--- config.mk ---
export PLATFORM = sky130hd
export DESIGN_NAME = differential_drive_speed_loop_flat
export DESIGN_NICKNAME = d
export VERILOG_FILES = /design/src/rtl/core/dds_pkg.sv /design/src/rtl/core/dds_in_if.sv /design/src/rtl/core/dds_out_if.sv /design/src/rtl/core/differential_drive_speed_loop.sv /design/src/rtl/core/dds_ctrl.sv /design/src/rtl/core/dds_datapath.sv /design/src/flat_wrapper.sv
export VERILOG_INCLUDE_DIRS = /design/src /design/src/rtl/core
export SDC_FILE = /design/constraint.sdc
export NUM_CORES = 2
export LEC_CHECK = 0
export ABC_AREA = 1
export BUFFER_PORTS_ARGS = -buffer_cell sky130_fd_sc_hd__buf_4
export CORE_MARGIN = 1
export CORE_UTILIZATION = 55
export DETAILED_ROUTE_END_ITERATION = 12
export PLACE_DENSITY = 0.83
export SLEW_MARGIN = 40
export SYNTH_ARGS = -nofsm -noshare
export SYNTH_HDL_FRONTEND = slang
export SYNTH_SLANG_ARGS = --single-unit
--- constraint.sdc ---
create_clock -name clk -period 21.9 [get_ports clk]
set_clock_uncertainty 0.15 [all_clocks]
set_input_delay 4.38 -clock clk [delete_from_list [all_inputs] [get_ports clk]]
set_output_delay 4.38 -clock clk [all_outputs]
set_load 0.02 [all_outputs]
--- src/rtl/core/differential_drive_speed_loop_assert.svh ---
// ----------------------------------------------------------------------------
// Differential drive speed loop assertion macros
// Concurrent property macros used by the speed loop top level.
// ----------------------------------------------------------------------------
`ifndef DIFFERENTIAL_DRIVE_SPEED_LOOP_ASSERT_SVH
`define DIFFERENTIAL_DRIVE_SPEED_LOOP_ASSERT_SVH

// same-cycle implication under asynchronous active-low reset
`define DDS_ASSERT_IMPL(label, clk, rst_n, ante, cons, msg) \
	label: assert property (@(posedge clk) disable iff (!rst_n) (ante) |-> (cons)) \
		else $error(msg);

// next-cycle implication under asynchronous active-low reset
`define DDS_ASSERT_NEXT(label, clk, rst_n, ante, cons, msg) \
	label: assert property (@(posedge clk) disable iff (!rst_n) (ante) |=> (cons)) \
		else $error(msg);

`endif

--- src/rtl/core/dds_pkg.sv ---
// ----------------------------------------------------------------------------
// Differential drive speed loop package
// Widths, register codes and controller/datapath command types.
// ----------------------------------------------------------------------------
package dds_pkg;

	localparam int CFG_IDX_W  = 3;
	localparam int CFG_DATA_W = 16;
	localparam int MUL_W      = 17;
	localparam int PROD_W     = 2 * MUL_W;
	localparam int ACC_W      = PROD_W + 1;
	localparam int DIFF_W     = 15;
	localparam int TGT_W      = 16;
	localparam int ACCUM_W    = 24;
	localparam int RERR_W     = 14;
	localparam int PWM_W      = 16;
	localparam int SPEED_W    = 10;

	typedef enum logic [CFG_IDX_W-1:0] {
		CFG_RATE_KP   = 3'd0,
		CFG_RATE_KD   = 3'd1,
		CFG_WHEEL_KP  = 3'd2,
		CFG_WHEEL_KI  = 3'd3,
		CFG_WHEEL_KFF = 3'd4,
		CFG_RAMP_STEP = 3'd5,
		CFG_PWM_LIMIT = 3'd6
	} dds_cfg_idx_t;

	typedef struct packed {
		logic [15:0] rate_kp;
		logic [15:0] rate_kd;
		logic [15:0] wheel_kp;
		logic [15:0] wheel_ki;
		logic [15:0] wheel_kff;
		logic [7:0]  ramp_step;
		logic [14:0] pwm_limit;
	} dds_cfg_t;

	typedef enum logic [2:0] {
		MUL_NONE     = 3'd0,
		MUL_RATE_KP  = 3'd1,
		MUL_RATE_KD  = 3'd2,
		MUL_WHEEL_KP = 3'd3,
		MUL_WHEEL_KI = 3'd4,
		MUL_WHEEL_FF = 3'd5
	} dds_mul_t;

	typedef enum logic [1:0] {
		ACC_HOLD  = 2'd0,
		ACC_LOAD  = 2'd1,
		ACC_ADD   = 2'd2,
		ACC_ACCUM = 2'd3
	} dds_acc_t;

	typedef struct packed {
		logic     capture;
		logic     rate_step;
		dds_mul_t mul_sel;
		dds_acc_t acc_op;
		logic     diff_load;
		logic     wheel_err;
		logic     accum_load;
		logic     pwm_load;
		logic     side;
		logic     out_load;
	} dds_cmd_t;

	typedef struct packed {
		logic out_free;
	} dds_sts_t;

endpackage

--- src/rtl/core/dds_in_if.sv ---
// ----------------------------------------------------------------------------
// Speed loop input channel
// One control tick request: setpoints, measurements and run flag.
// ----------------------------------------------------------------------------
interface dds_in_if;
	logic               valid;
	logic               ready;
	logic signed [9:0]  cruise_speed;
	logic signed [9:0]  rate_target;
	logic signed [12:0] rate_measured;
	logic signed [10:0] speed_left;
	logic signed [10:0] speed_right;
	logic               run_enable;

	modport source (
		output valid, cruise_speed, rate_target, rate_measured,
		output speed_left, speed_right, run_enable,
		input  ready
	);

	modport sink (
		input  valid, cruise_speed, rate_target, rate_measured,
		input  speed_left, speed_right, run_enable,
		output ready
	);
endinterface

--- src/rtl/core/dds_out_if.sv ---
// ----------------------------------------------------------------------------
// Speed loop output channel
// One result request per tick: two PWM commands and the planned speed.
// ----------------------------------------------------------------------------
interface dds_out_if;
	logic               valid;
	logic               ready;
	logic signed [15:0] pwm_left;
	logic signed [15:0] pwm_right;
	logic signed [9:0]  ramped_speed;

	modport source (
		output valid, pwm_left, pwm_right, ramped_speed,
		input  ready
	);

	modport sink (
		input  valid, pwm_left, pwm_right, ramped_speed,
		output ready
	);
endinterface

--- src/rtl/core/differential_drive_speed_loop.sv ---
// One request at a time: a new request is taken only once the last result is in the output register.
// All requests share one 17x17 multiplier that forms eight products per tick
// (two for the rate PD, three per wheel PI), each followed by its accumulate step.
// A finished result waits in the output register while the next request is taken.
// Reset clears the controller, the ramp, all PD/PI state and restores register defaults.
// ----------------------------------------------------------------------------
// Differential drive speed loop
// Rate PD, speed ramp and two incremental PI wheel loops with feedforward.
// ----------------------------------------------------------------------------
`include "differential_drive_speed_loop_assert.svh"

module differential_drive_speed_loop
	import dds_pkg::*;
(
	input  logic                  clk,
	input  logic                  arst_n,
	dds_in_if.sink                in_ch,
	dds_out_if.source             out_ch,
	input  logic                  cfg_wr_en,
	input  logic [CFG_IDX_W-1:0]  cfg_index,
	input  logic [CFG_DATA_W-1:0] cfg_data
);

	dds_cfg_t cfg_q;
	dds_cmd_t cmd;
	dds_sts_t sts;
	logic     in_ready;
	logic     in_accept;
	logic     pwm_in_range;

	logic signed [15:0] lim16, neg_lim16;

	// register writes; unknown index is ignored
	always_ff @(posedge clk or negedge arst_n) begin
		if (!arst_n) begin
			cfg_q.rate_kp   <= 16'd307;
			cfg_q.rate_kd   <= 16'd26;
			cfg_q.wheel_kp  <= 16'd4608;
			cfg_q.wheel_ki  <= 16'd384;
			cfg_q.wheel_kff <= 16'd3840;
			cfg_q.ramp_step <= 8'd3;
			cfg_q.pwm_limit <= 15'd9500;
		end else if (cfg_wr_en) begin
			unique case (dds_cfg_idx_t'(cfg_index))
				CFG_RATE_KP:   cfg_q.rate_kp   <= cfg_data;
				CFG_RATE_KD:   cfg_q.rate_kd   <= cfg_data;
				CFG_WHEEL_KP:  cfg_q.wheel_kp  <= cfg_data;
				CFG_WHEEL_KI:  cfg_q.wheel_ki  <= cfg_data;
				CFG_WHEEL_KFF: cfg_q.wheel_kff <= cfg_data;
				CFG_RAMP_STEP: cfg_q.ramp_step <= cfg_data[7:0];
				CFG_PWM_LIMIT: cfg_q.pwm_limit <= cfg_data[14:0];
				default: ;
			endcase
		end
	end

	dds_ctrl u_ctrl (
		.clk      (clk),
		.arst_n   (arst_n),
		.in_valid (in_ch.valid),
		.in_ready (in_ready),
		.sts      (sts),
		.cmd      (cmd)
	);

	dds_datapath u_datapath (
		.clk           (clk),
		.arst_n        (arst_n),
		.cmd           (cmd),
		.sts           (sts),
		.cfg           (cfg_q),
		.cruise_speed  (in_ch.cruise_speed),
		.rate_target   (in_ch.rate_target),
		.rate_measured (in_ch.rate_measured),
		.speed_left    (in_ch.speed_left),
		.speed_right   (in_ch.speed_right),
		.run_enable    (in_ch.run_enable),
		.out_ready     (out_ch.ready),
		.out_valid     (out_ch.valid),
		.pwm_left      (out_ch.pwm_left),
		.pwm_right     (out_ch.pwm_right),
		.ramped_speed  (out_ch.ramped_speed)
	);

	assign in_ch.ready = in_ready;

	assign lim16     = signed'({1'b0, cfg_q.pwm_limit});
	assign neg_lim16 = -lim16;

	assign in_accept    = in_ch.valid & in_ready;
	assign pwm_in_range = (out_ch.pwm_left <= lim16) && (out_ch.pwm_left >= neg_lim16)
		&& (out_ch.pwm_right <= lim16) && (out_ch.pwm_right >= neg_lim16);

	`DDS_ASSERT_NEXT(a_one_request_in_flight, clk, arst_n, in_accept, !in_ready, "request mid-tick")
	`DDS_ASSERT_IMPL(a_pwm_within_limit, clk, arst_n, out_ch.valid, pwm_in_range, "PWM over limit")

endmodule

--- src/rtl/core/dds_ctrl.sv ---
// ----------------------------------------------------------------------------
// Speed loop controller
// Sequences the rate PD and both wheel PI loops over the shared multiplier.
// ----------------------------------------------------------------------------
module dds_ctrl
	import dds_pkg::*;
(
	input  logic     clk,
	input  logic     arst_n,
	input  logic     in_valid,
	output logic     in_ready,
	input  dds_sts_t sts,
	output dds_cmd_t cmd
);

	typedef enum logic [14:0] {
		ST_IDLE   = 15'b000000000000001,
		ST_RATE   = 15'b000000000000010,
		ST_RKP    = 15'b000000000000100,
		ST_RKD    = 15'b000000000001000,
		ST_RSUM   = 15'b000000000010000,
		ST_DIFF   = 15'b000000000100000,
		ST_WERR   = 15'b000000001000000,
		ST_WKP    = 15'b000000010000000,
		ST_WKI    = 15'b000000100000000,
		ST_WSUM   = 15'b000001000000000,
		ST_WCLAMP = 15'b000010000000000,
		ST_WFF    = 15'b000100000000000,
		ST_WTOT   = 15'b001000000000000,
		ST_WPWM   = 15'b010000000000000,
		ST_DONE   = 15'b100000000000000
	} dds_state_t;

	dds_state_t state_q, state_d;
	logic       side_q;

	always_comb begin
		state_d      = state_q;
		cmd          = '0;
		cmd.side     = side_q;
		in_ready     = 1'b0;
		unique case (state_q)
			ST_IDLE: begin
				in_ready = 1'b1;
				if (in_valid) begin
					cmd.capture = 1'b1;
					state_d     = ST_RATE;
				end
			end
			ST_RATE: begin
				cmd.rate_step = 1'b1;
				state_d       = ST_RKP;
			end
			ST_RKP: begin
				cmd.mul_sel = MUL_RATE_KP;
				state_d     = ST_RKD;
			end
			ST_RKD: begin
				cmd.mul_sel = MUL_RATE_KD;
				cmd.acc_op  = ACC_LOAD;
				state_d     = ST_RSUM;
			end
			ST_RSUM: begin
				cmd.acc_op = ACC_ADD;
				state_d    = ST_DIFF;
			end
			ST_DIFF: begin
				cmd.diff_load = 1'b1;
				state_d       = ST_WERR;
			end
			ST_WERR: begin
				cmd.wheel_err = 1'b1;
				state_d       = ST_WKP;
			end
			ST_WKP: begin
				cmd.mul_sel = MUL_WHEEL_KP;
				state_d     = ST_WKI;
			end
			ST_WKI: begin
				// old accumulator plus the proportional increment
				cmd.mul_sel = MUL_WHEEL_KI;
				cmd.acc_op  = ACC_ACCUM;
				state_d     = ST_WSUM;
			end
			ST_WSUM: begin
				cmd.acc_op = ACC_ADD;
				state_d    = ST_WCLAMP;
			end
			ST_WCLAMP: begin
				cmd.accum_load = 1'b1;
				state_d        = ST_WFF;
			end
			ST_WFF: begin
				cmd.mul_sel = MUL_WHEEL_FF;
				state_d     = ST_WTOT;
			end
			ST_WTOT: begin
				cmd.acc_op = ACC_ACCUM;
				state_d    = ST_WPWM;
			end
			ST_WPWM: begin
				cmd.pwm_load = 1'b1;
				state_d      = side_q ? ST_DONE : ST_WERR;
			end
			ST_DONE: begin
				// hold until the output register can take the result
				if (sts.out_free) begin
					cmd.out_load = 1'b1;
					state_d      = ST_IDLE;
				end
			end
			default: state_d = ST_IDLE;
		endcase
	end

	always_ff @(posedge clk or negedge arst_n) begin
		if (!arst_n) begin
			state_q <= ST_IDLE;
			side_q  <= 1'b0;
		end else begin
			state_q <= state_d;
			if (cmd.capture)
				side_q <= 1'b0;
			else if (cmd.pwm_load)
				side_q <= ~side_q;
		end
	end

endmodule

--- src/rtl/core/dds_datapath.sv ---
// ----------------------------------------------------------------------------
// Speed loop datapath
// Shared 17x17 multiplier, accumulator, clamps and loop state registers.
// ----------------------------------------------------------------------------
module dds_datapath
	import dds_pkg::*;
(
	input  logic               clk,
	input  logic               arst_n,
	input  dds_cmd_t           cmd,
	output dds_sts_t           sts,
	input  dds_cfg_t           cfg,
	input  logic signed [9:0]  cruise_speed,
	input  logic signed [9:0]  rate_target,
	input  logic signed [12:0] rate_measured,
	input  logic signed [10:0] speed_left,
	input  logic signed [10:0] speed_right,
	input  logic               run_enable,
	input  logic               out_ready,
	output logic               out_valid,
	output logic signed [15:0] pwm_left,
	output logic signed [15:0] pwm_right,
	output logic signed [9:0]  ramped_speed
);

	// captured request
	logic signed [9:0]  base_q, rt_q;
	logic signed [12:0] rm_q;
	logic signed [10:0] sl_q, sr_q;
	logic               run_q;

	// loop state
	logic signed [SPEED_W-1:0] ramp_q;
	logic signed [RERR_W-1:0]  rate_prev_q;
	logic signed [ACCUM_W-1:0] accum_l_q, accum_r_q;
	logic signed [TGT_W-1:0]   prev_l_q, prev_r_q;

	// working registers
	logic signed [RERR_W-1:0]  e_q;
	logic signed [RERR_W:0]    de_q;
	logic signed [DIFF_W-1:0]  diff_q;
	logic signed [TGT_W-1:0]   err_q;
	logic signed [TGT_W:0]     derr_q;
	logic signed [PROD_W-1:0]  prod_s1;
	logic signed [ACC_W-1:0]   acc_q;
	logic signed [PWM_W-1:0]   pwm_l_q, pwm_r_q;

	logic               out_valid_q;
	logic signed [15:0] out_pwm_l_q, out_pwm_r_q;
	logic signed [9:0]  out_ramp_q;

	logic signed [RERR_W-1:0]  rate_err;
	logic signed [RERR_W:0]    rate_de;
	logic signed [11:0]        base_x, step_x, ramp_x;
	logic signed [SPEED_W-1:0] ramp_next;
	logic signed [ACC_W-1:0]   rnd, rnd_sh;
	logic signed [DIFF_W-1:0]  diff_sat;
	logic signed [TGT_W-1:0]   tgt, meas, wheel_err;
	logic signed [TGT_W-1:0]   prev_sel;
	logic signed [TGT_W:0]     wheel_derr;
	logic signed [ACCUM_W-1:0] accum_sel;
	logic [15:0]               gain;
	logic signed [MUL_W-1:0]   mul_a, mul_b;
	logic signed [PROD_W-1:0]  prod_c;
	logic signed [ACC_W-1:0]   lim, neg_lim;
	logic signed [ACCUM_W-1:0] acc_clamped, trunc_sum;
	logic signed [PWM_W-1:0]   pwm_val;

	// rate error and its change
	assign rate_err = RERR_W'(rt_q) - RERR_W'(rm_q);
	assign rate_de  = (RERR_W+1)'(rate_err) - (RERR_W+1)'(rate_prev_q);

	// ramp toward base speed, at most one step per tick
	assign base_x = 12'(base_q);
	assign ramp_x = 12'(ramp_q);
	assign step_x = signed'({4'b0000, cfg.ramp_step});

	always_comb begin
		if (ramp_x < base_x - step_x)
			ramp_next = SPEED_W'(ramp_x + step_x);
		else if (ramp_x > base_x + step_x)
			ramp_next = SPEED_W'(ramp_x - step_x);
		else
			ramp_next = base_q;
	end

	// round half up to integer, then saturate the speed difference
	assign rnd    = acc_q + ACC_W'(128);
	assign rnd_sh = rnd >>> 8;

	always_comb begin
		if (rnd_sh > ACC_W'(16383))
			diff_sat = DIFF_W'(16383);
		else if (rnd_sh < -ACC_W'(16383))
			diff_sat = -DIFF_W'(16383);
		else
			diff_sat = DIFF_W'(rnd_sh);
	end

	// wheel targets: left is planned minus difference, right planned plus
	assign tgt        = cmd.side ? (TGT_W'(ramp_q) + TGT_W'(diff_q))
	                             : (TGT_W'(ramp_q) - TGT_W'(diff_q));
	assign meas       = cmd.side ? TGT_W'(sr_q) : TGT_W'(sl_q);
	assign wheel_err  = tgt - meas;
	assign prev_sel   = cmd.side ? prev_r_q : prev_l_q;
	assign wheel_derr = (TGT_W+1)'(wheel_err) - (TGT_W+1)'(prev_sel);
	assign accum_sel  = cmd.side ? accum_r_q : accum_l_q;

	// shared multiplier: unsigned gain times signed operand
	always_comb begin
		case (cmd.mul_sel)
			MUL_RATE_KP: begin
				gain  = cfg.rate_kp;
				mul_b = MUL_W'(e_q);
			end
			MUL_RATE_KD: begin
				gain  = cfg.rate_kd;
				mul_b = MUL_W'(de_q);
			end
			MUL_WHEEL_KP: begin
				gain  = cfg.wheel_kp;
				mul_b = derr_q;
			end
			MUL_WHEEL_KI: begin
				gain  = cfg.wheel_ki;
				mul_b = MUL_W'(err_q);
			end
			MUL_WHEEL_FF: begin
				gain  = cfg.wheel_kff;
				mul_b = MUL_W'(tgt);
			end
			default: begin
				gain  = '0;
				mul_b = '0;
			end
		endcase
	end

	assign mul_a  = signed'({1'b0, gain});
	assign prod_c = mul_a * mul_b;

	// symmetric clamp at pwm_limit in Q8
	assign lim     = signed'({12'd0, cfg.pwm_limit, 8'd0});
	assign neg_lim = -lim;

	always_comb begin
		if (acc_q > lim)
			acc_clamped = ACCUM_W'(lim);
		else if (acc_q < neg_lim)
			acc_clamped = ACCUM_W'(neg_lim);
		else
			acc_clamped = ACCUM_W'(acc_q);
	end

	// drop the fraction, truncating toward zero
	assign trunc_sum = acc_clamped + (acc_clamped[ACCUM_W-1] ? ACCUM_W'(255) : ACCUM_W'(0));
	assign pwm_val   = PWM_W'(trunc_sum >>> 8);

	always_ff @(posedge clk) begin
		prod_s1 <= prod_c;
		if (cmd.capture) begin
			base_q <= cruise_speed;
			rt_q   <= rate_target;
			rm_q   <= rate_measured;
			sl_q   <= speed_left;
			sr_q   <= speed_right;
			run_q  <= run_enable;
		end
		if (cmd.rate_step) begin
			e_q  <= rate_err;
			de_q <= rate_de;
		end
		if (cmd.diff_load)
			diff_q <= diff_sat;
		if (cmd.wheel_err) begin
			err_q  <= wheel_err;
			derr_q <= wheel_derr;
		end
		case (cmd.acc_op)
			ACC_LOAD:  acc_q <= ACC_W'(prod_s1);
			ACC_ADD:   acc_q <= acc_q + ACC_W'(prod_s1);
			ACC_ACCUM: acc_q <= ACC_W'(accum_sel) + ACC_W'(prod_s1);
			default:   acc_q <= acc_q;
		endcase
		if (cmd.pwm_load) begin
			if (cmd.side)
				pwm_r_q <= pwm_val;
			else
				pwm_l_q <= pwm_val;
		end
		if (cmd.out_load) begin
			out_pwm_l_q <= run_q ? pwm_l_q : '0;
			out_pwm_r_q <= run_q ? pwm_r_q : '0;
			out_ramp_q  <= ramp_q;
		end
	end

	always_ff @(posedge clk or negedge arst_n) begin
		if (!arst_n) begin
			ramp_q      <= '0;
			rate_prev_q <= '0;
			accum_l_q   <= '0;
			accum_r_q   <= '0;
			prev_l_q    <= '0;
			prev_r_q    <= '0;
			out_valid_q <= 1'b0;
		end else begin
			if (cmd.rate_step) begin
				rate_prev_q <= rate_err;
				ramp_q      <= ramp_next;
			end
			if (cmd.wheel_err) begin
				if (cmd.side)
					prev_r_q <= wheel_err;
				else
					prev_l_q <= wheel_err;
			end
			if (cmd.accum_load) begin
				if (cmd.side)
					accum_r_q <= acc_clamped;
				else
					accum_l_q <= acc_clamped;
			end
			out_valid_q <= cmd.out_load | (out_valid_q & ~out_ready);
		end
	end

	assign sts.out_free = ~out_valid_q | out_ready;
	assign out_valid    = out_valid_q;
	assign pwm_left     = out_pwm_l_q;
	assign pwm_right    = out_pwm_r_q;
	assign ramped_speed = out_ramp_q;

endmodule

--- src/flat_wrapper.sv ---
// flat-port wrapper written by rule: the top's interface ports become plain ports
module differential_drive_speed_loop_flat import dds_pkg::*;
  (clk, arst_n, cfg_wr_en, cfg_index, cfg_data, in_ch_valid, in_ch_cruise_speed, in_ch_rate_target, in_ch_rate_measured, in_ch_speed_left, in_ch_speed_right, in_ch_run_enable, in_ch_ready, out_ch_valid, out_ch_pwm_left, out_ch_pwm_right, out_ch_ramped_speed, out_ch_ready);
  dds_in_if in_ch_i ();
  dds_out_if out_ch_i ();
  input  logic clk;
  input  logic arst_n;
  input  logic cfg_wr_en;
  input  logic [CFG_IDX_W-1:0] cfg_index;
  input  logic [CFG_DATA_W-1:0] cfg_data;
  input wire logic [$bits(in_ch_i.valid)-1:0] in_ch_valid;
  input wire logic [$bits(in_ch_i.cruise_speed)-1:0] in_ch_cruise_speed;
  input wire logic [$bits(in_ch_i.rate_target)-1:0] in_ch_rate_target;
  input wire logic [$bits(in_ch_i.rate_measured)-1:0] in_ch_rate_measured;
  input wire logic [$bits(in_ch_i.speed_left)-1:0] in_ch_speed_left;
  input wire logic [$bits(in_ch_i.speed_right)-1:0] in_ch_speed_right;
  input wire logic [$bits(in_ch_i.run_enable)-1:0] in_ch_run_enable;
  output wire logic [$bits(in_ch_i.ready)-1:0] in_ch_ready;
  output wire logic [$bits(out_ch_i.valid)-1:0] out_ch_valid;
  output wire logic [$bits(out_ch_i.pwm_left)-1:0] out_ch_pwm_left;
  output wire logic [$bits(out_ch_i.pwm_right)-1:0] out_ch_pwm_right;
  output wire logic [$bits(out_ch_i.ramped_speed)-1:0] out_ch_ramped_speed;
  input wire logic [$bits(out_ch_i.ready)-1:0] out_ch_ready;
  assign in_ch_i.valid = in_ch_valid;
  assign in_ch_i.cruise_speed = in_ch_cruise_speed;
  assign in_ch_i.rate_target = in_ch_rate_target;
  assign in_ch_i.rate_measured = in_ch_rate_measured;
  assign in_ch_i.speed_left = in_ch_speed_left;
  assign in_ch_i.speed_right = in_ch_speed_right;
  assign in_ch_i.run_enable = in_ch_run_enable;
  assign in_ch_ready = in_ch_i.ready;
  assign out_ch_valid = out_ch_i.valid;
  assign out_ch_pwm_left = out_ch_i.pwm_left;
  assign out_ch_pwm_right = out_ch_i.pwm_right;
  assign out_ch_ramped_speed = out_ch_i.ramped_speed;
  assign out_ch_i.ready = out_ch_ready;
  differential_drive_speed_loop u_core (.clk(clk), .arst_n(arst_n), .in_ch(in_ch_i), .out_ch(out_ch_i), .cfg_wr_en(cfg_wr_en), .cfg_index(cfg_index), .cfg_data(cfg_data));
endmodule
### Word-level counts from Yosys, hierarchy flattened

Index checks and enable logic that the tools add are counted.

* multiply operators: 1
* mux-type cells: 31
* equal/unequal tests: 31
* $lt $le $gt $ge: 6
* $add $sub $neg: 15
* reduce and logical (&&, ||, !) cells: 20
* bitwise logic cells: 6

Operator list (number)
* case mux 15 bit (15 select lines): 1
* case mux 35 bit (3 select lines): 1
* case mux 17 bit (5 select lines): 1
* case mux 16 bit (5 select lines): 1
* two-way mux 24 bit: 3
* two-way mux 15 bit: 4
* two-way mux 16 bit: 3
* adder 24 x 34 -> 35 bit: 1
* adder 35 x 34 -> 35 bit: 1
* adder 35 x 9 -> 35 bit (second input constant): 1
* > comparator 35 x 24 -> 1 bit: 1
* less-than comparator 35 bit: 1
* negation 23 -> 35 bit: 1
* multiplier 17 x 17 -> 34 bit: 1
* AND reduction 2 bit: 14
* > comparator 27 x 15 -> 1 bit (second input constant): 1
* less-than comparator 27 x 15 -> 1 bit (second input constant): 1
* adder 24 x 9 -> 24 bit: 1
* two-way mux 10 bit: 2
* subtractor 16 x 16 -> 17 bit: 1
* adder 10 x 15 -> 16 bit: 1
* subtractor 10 x 15 -> 16 bit: 1
* subtractor 16 bit: 1
* == test 15 x 1 -> 1 bit (second input constant): 1
* other kinds (40): 65

* register bits after elaboration: 500
* bits of input ports: 80
* logic and storage cells: 145
* output and inout bits: 44

### Longest topological paths before layout

* depth after elaboration: 6
* mapped depth: 41
* gate-level depth less buffers: 41

### Cells and area by module

Synthesis repeated with hierarchy kept, for this count alone.

* cells, all modules: 4707
* area, all modules: 39225.1 um2

By module, submodules not included
* dds_datapath: cells an instance 4112, instances 1, area each 34060.2 um2, sequential area each 10575.1 um2
* differential_drive_speed_loop: cells an instance 456, instances 1, area each 4159.0 um2, sequential area each 2607.5 um2
* dds_ctrl: cells an instance 139, instances 1, area each 1006.0 um2, sequential area each 401.6 um2

### Worst setup path after synthesis

No wires, ideal clock.

* path kind: register to register
* start: register u_core.u_ctrl.side_q
* end: register u_core.u_datapath.prod_s1[31]
* data required time: 21.625 ns
* slack: 13.419 ns
* arrival time: 8.206 ns
* buffers on the path: 3
* cell stages (with the launch flop): 38
* setup time: 0.125 ns
* period minus slack after synthesis: 8.481 ns
* cells stage by stage: dfrtp_1 > clkbuf_1 > inv_1 > clkbuf_1 > buf_1 > nand2_1 > xor2_1 > ha_1 > nand2_1 > nor3_1 > nor2_1 > o21ai_0 > a21boi_0 > o21ai_0 > nand2_1 > a21oi_1 > nor2_1 > nand2_1 > [2 not listed] > nand2_1 > fa_1 > fa_1 > inv_1 > fa_1 > fa_1 > fa_1 > inv_1 > fa_1 > inv_1 > ha_1 > nand2_1 > nor2_1 > inv_1 > or4_1 > o221ai_1 > a31oi_1 > xor2_1

* cells in the longest elaborated chain, start to end: 3

Ends and longest elaborated chain
* start: declaration: line dds_ctrl.sv:35 `logic side_q;`
* start signal: assignment: line dds_ctrl.sv:125 `side_q <= ~side_q;`
* two-way mux 16 bit: line dds_datapath.sv:101 `assign tgt = cmd.side ? (TGT_W'(ramp_q) + TGT_W'(diff_q))`
* case mux 17 bit (5 select lines): line dds_datapath.sv:111 `case (cmd.mul_sel)`
* multiplier 17 x 17 -> 34 bit: line dds_datapath.sv:140 `assign prod_c = mul_a * mul_b;`
* net u_core.u_datapath.prod_c[31]: line dds_datapath.sv:64 `logic signed [PROD_W-1:0] prod_c;`
* end signal: assignment: line dds_datapath.sv:160 `prod_s1 <= prod_c;`
* end: declaration: line dds_datapath.sv:44 `logic signed [PROD_W-1:0] prod_s1;`

The timed path passes the listed nets, and every way through them passes these cells.
A chain may end at the register's enable or synchronous reset.

### Worst setup path after layout

* start: register u_core.u_ctrl.side_q
* end: register u_core.u_datapath.prod_s1[33]

The elaborated chain is that of the path after synthesis.

==> flow_summary.toml <==
[outcome]
status = "finished, final reports clean"

[layout]
multi_input_comb_area_um2 = 21830
final_core_util_pct = 61.74
final_common_cell = "nand2_1"
drive_above_1_share_pct = 8.162
finish.net_count = 5299
layout-area-overhead-vs-synth_pct = 10.14
final-instance-count-excl-fill = 5640
layout_common_cells = "nand2_1 (969), inv_1 (760), o21ai_0 (372)"
n_fill_cell = 5603
area.sequential_um2 = 13590

[placement]
dp.final_hpwl_um = 79070
gpl.final_weighted_congestion = 0.9607
io_buffers = 123
dp_cells = 5535

[drt]
drcViolationCount = 0
detailedRoute.firstIterationViolations = 3243
first_pass_iters = 6
vias = 31860
routedWlPerCell_um = 18.51
viasPerCell = 5.649
detail-route-antenna-nets = 0
wirelength_um = 104400

[sta]
max-slew-margin-rel_pct = 39.14
setup_viol = 0
period_minus_slack_ns = 9.635
setup-tns-final_ns = 0
hold_slack_ns = 0.3331
max_clock_freq_mhz = 103.8
unrepaired_setup_endpoints_after_global_routing = "no"
finalMaxSlewViolations = 0
tightestPinTransition_ns = 0.9106
fin_crit_sh_pct = 44.00
final-hold-violation-count = 0

[pwr]
ir_drop_v = 0.0001086
power_density_nw_per_um2 = 96.58
internal_power_mw = 2.441
power_leakage_nw = 21.39
fin_total_pwr_mw = 4.118
power_switching_mw = 1.678
clock_power_share_pct = 23.3
power.share.combinational_pct = 44.8
power_switching_share_pct = 40.73
seqPwrFrac_pct = 31.9

[logic_synthesis]
netlist.area_leader.share_pct = 18.77
syn_avg_cell_area_um2 = 8.515
synth_warn = 0
synth.net_count = 5185
synth_sequential_area_ratio_pct = 35.09
synth-edff-count = 242
dominantRegCellSynth = "edfxtp_1"
largest_area_contributor_in_the_netlist = "edfxtp_1"
synth_async_sr_flop_share_pct = 44.80
synthTopCellsByArea = "edfxtp_1 (19%), dfrtp_1 (13%), fa_1 (11%), ha_1 (11%), nand2_1 (9.4%)"
post_synth_inst_count = 4547
post_synth_num_cell_types = 65
synth_area_um2 = 38720
synth-seq-cells = 500

[global_routing]
grt_util_all_layers_pct = 29.76
grt_pass1_vias = 31520
grt_max_degree = 78
grt_first_pass_wirelength_um = 166800
antenna_found_initial = 4
gr-total-overflow = 0

[critical_path]
critPathRequiredTime_ns = 22.30
path_depth = 33
worstPathArrival_ns = 10.03
cpMaxStageDelayCell = "dfrtp_2"
critPathKind = "reg -> reg"
setup.reg_to_reg.worst_slack_ns = 12.26
cpLargestDelayFamily = "adder cells"
reg2reg_depth = 33
worst-path-buf-inv = 7
cp_slowest_stage_delay_ns = 0.61
cp-start-kind = "register"
end_kind = "register"
crit_path_max_fanout = 28

[clock_tree]
cts.sinks = 500
ctsResizeCount = 0
clk_pin_slew_ns = 0.06
numCtsBuffers = 53
root_buffer = "clkbuf_16"
clkLatencyLatePin_ns = 0.62
post_cts.repair.setup_buffers = 0
cts_hold_repair.buffers = 0
tritoncts = "built"
clockBufferDepth = 3
cts.htree.levels = 2

[die]
start_util_pct = 56.06
core_region_area_um2 = 69070
row_count = 96
die-width_um = 267.3
die_height_um = 267.3
die-area_um2 = 71460
num_io_pins = 124

[min_path]
worst_hold_path.num_cells = 2
hold_path.class = "reg -> reg"

[flow_run]
drv.max_cap_violation_count = 0
==> layer usage <==
metal | vias up | global-route usage, % | share of wire, %
met5 | - | 0 | 0.012
met4 | 2 | 13.79 | 4.7
met3 | 301 | 4.643 | 8.5
met2 | 1420 | 48.20 | 46
met1 | 15180 | 39.24 | 41
li1 | 14950 | - | -
==> power groups by stage <==
stage,registers [mW],logic [mW],clock network (mW)
6_report,1.32,1.84,0.959
5_1_grt,1.32,2.04,0.997
4_1_cts,1.31,1.80,0.966
3_5_place_dp,1.33,1.75,0
3_3_place_gp,1.33,1.69,0
2_1_floorplan,1.29,1.34,0
==> cell usage after synthesis (11+ instances only) <==
cell type	n
nand2_1	973
inv_1	763
o21ai_0	373
nor2_1	342
ha_1	339
edfxtp_1	242
a21oi_1	221
fa_1	219
dfrtp_1	199
xor2_1	147
nand3_1	121
clkbuf_1	71
xnor2_1	49
a22o_1	45
dfxtp_1	34
nor3_1	34
nand4_1	30
buf_2	29
dfstp_2	25
o21bai_1	24
mux2i_1	19
a31oi_1	17
nand2_2	17
nor2_2	16
nor4_1	16
a21o_1	15
nand3_2	15
o21a_1	11
==> flip-flops by register name, indices dropped and copies added (netlist names), 11 cells and up <==
signal and cells:
u_core.u_datapath.pwm_r_q 16, u_core.u_datapath.sl_q 11, u_core.cfg_q 103, u_core.u_datapath.diff_q 15, u_core.u_datapath.derr_q 17, u_core.u_datapath.acc_q 35
u_core.u_datapath.prev_l_q 16, u_core.u_datapath.rm_q 13, u_core.u_datapath.e_q 14, u_core.u_datapath.pwm_right 16, u_core.u_datapath.sr_q 11, u_core.u_datapath.pwm_left 16
u_core.u_datapath.prod_s1 34, u_core.u_datapath.rate_prev_q 14, u_core.u_datapath.accum_l_q 24, u_core.u_datapath.err_q 16, u_core.u_ctrl.state_q 15, u_core.u_datapath.prev_r_q 16
u_core.u_datapath.accum_r_q 24, u_core.u_datapath.de_q 15, u_core.u_datapath.pwm_l_q 16
==> worst register-to-register path, delay by kind of cell, from the launching register on <==
family | cells | cell delay, ns
adder cells (fa/ha/maj) | 8 | 3.84
AO/OA/AOI/OAI | 9 | 2.04
buffers and inverters | 7 | 1.10
flip-flops | 1 | 0.61
XOR/XNOR | 1 | 0.14
AND/OR/NAND/NOR | 8 | 1.72
==> kinds of logic after synthesis <==
logic type      after synthesis  share of synthesized area [%]
xor+xnor                    196                          4.434
fa+ha+maj                   558                          22.28
simple gates               1605                          17.28
flops                       500                          35.09
buf+inv                     887                          8.794
compound gates              781                          11.61
mux                          20                         0.5203
==> area by class of cell <==
type,count,area share [%]
inverter,778,6.848
antenna,4,0.02347
timing repair buffer,168,3.013
tap,931,2.732
sequential,500,31.86
clock buffer,69,3.445
clock inverter,30,0.8861
multi-input combinational,3160,51.19
==> metrics by stage <==
stage,cell area [um^2],setup WS (ns)
after floorplan,38720,13.42
after global placement,40710,12.77
after detailed placement,40760,12.46
after CTS,42610,12.41
after global routing,42630,11.77
final,42640,12.26
==> final timing paths <==
kind | from | end
min in group asynchronous | arst_n | u_core.u_datapath.ramp_q[0]
max reg2reg | u_core.u_ctrl.side_q | u_core.u_datapath.prod_s1[33]
max | u_core.u_ctrl.side_q | u_core.u_datapath.prod_s1[33]
max in group asynchronous | arst_n | u_core.cfg_q[68]
min reg2reg | u_core.u_datapath.prev_l_q[12] | u_core.u_datapath.prev_l_q[12]
min | u_core.u_datapath.prev_l_q[12] | u_core.u_datapath.prev_l_q[12]
Note: power is estimated with default switching activity, not from simulation.
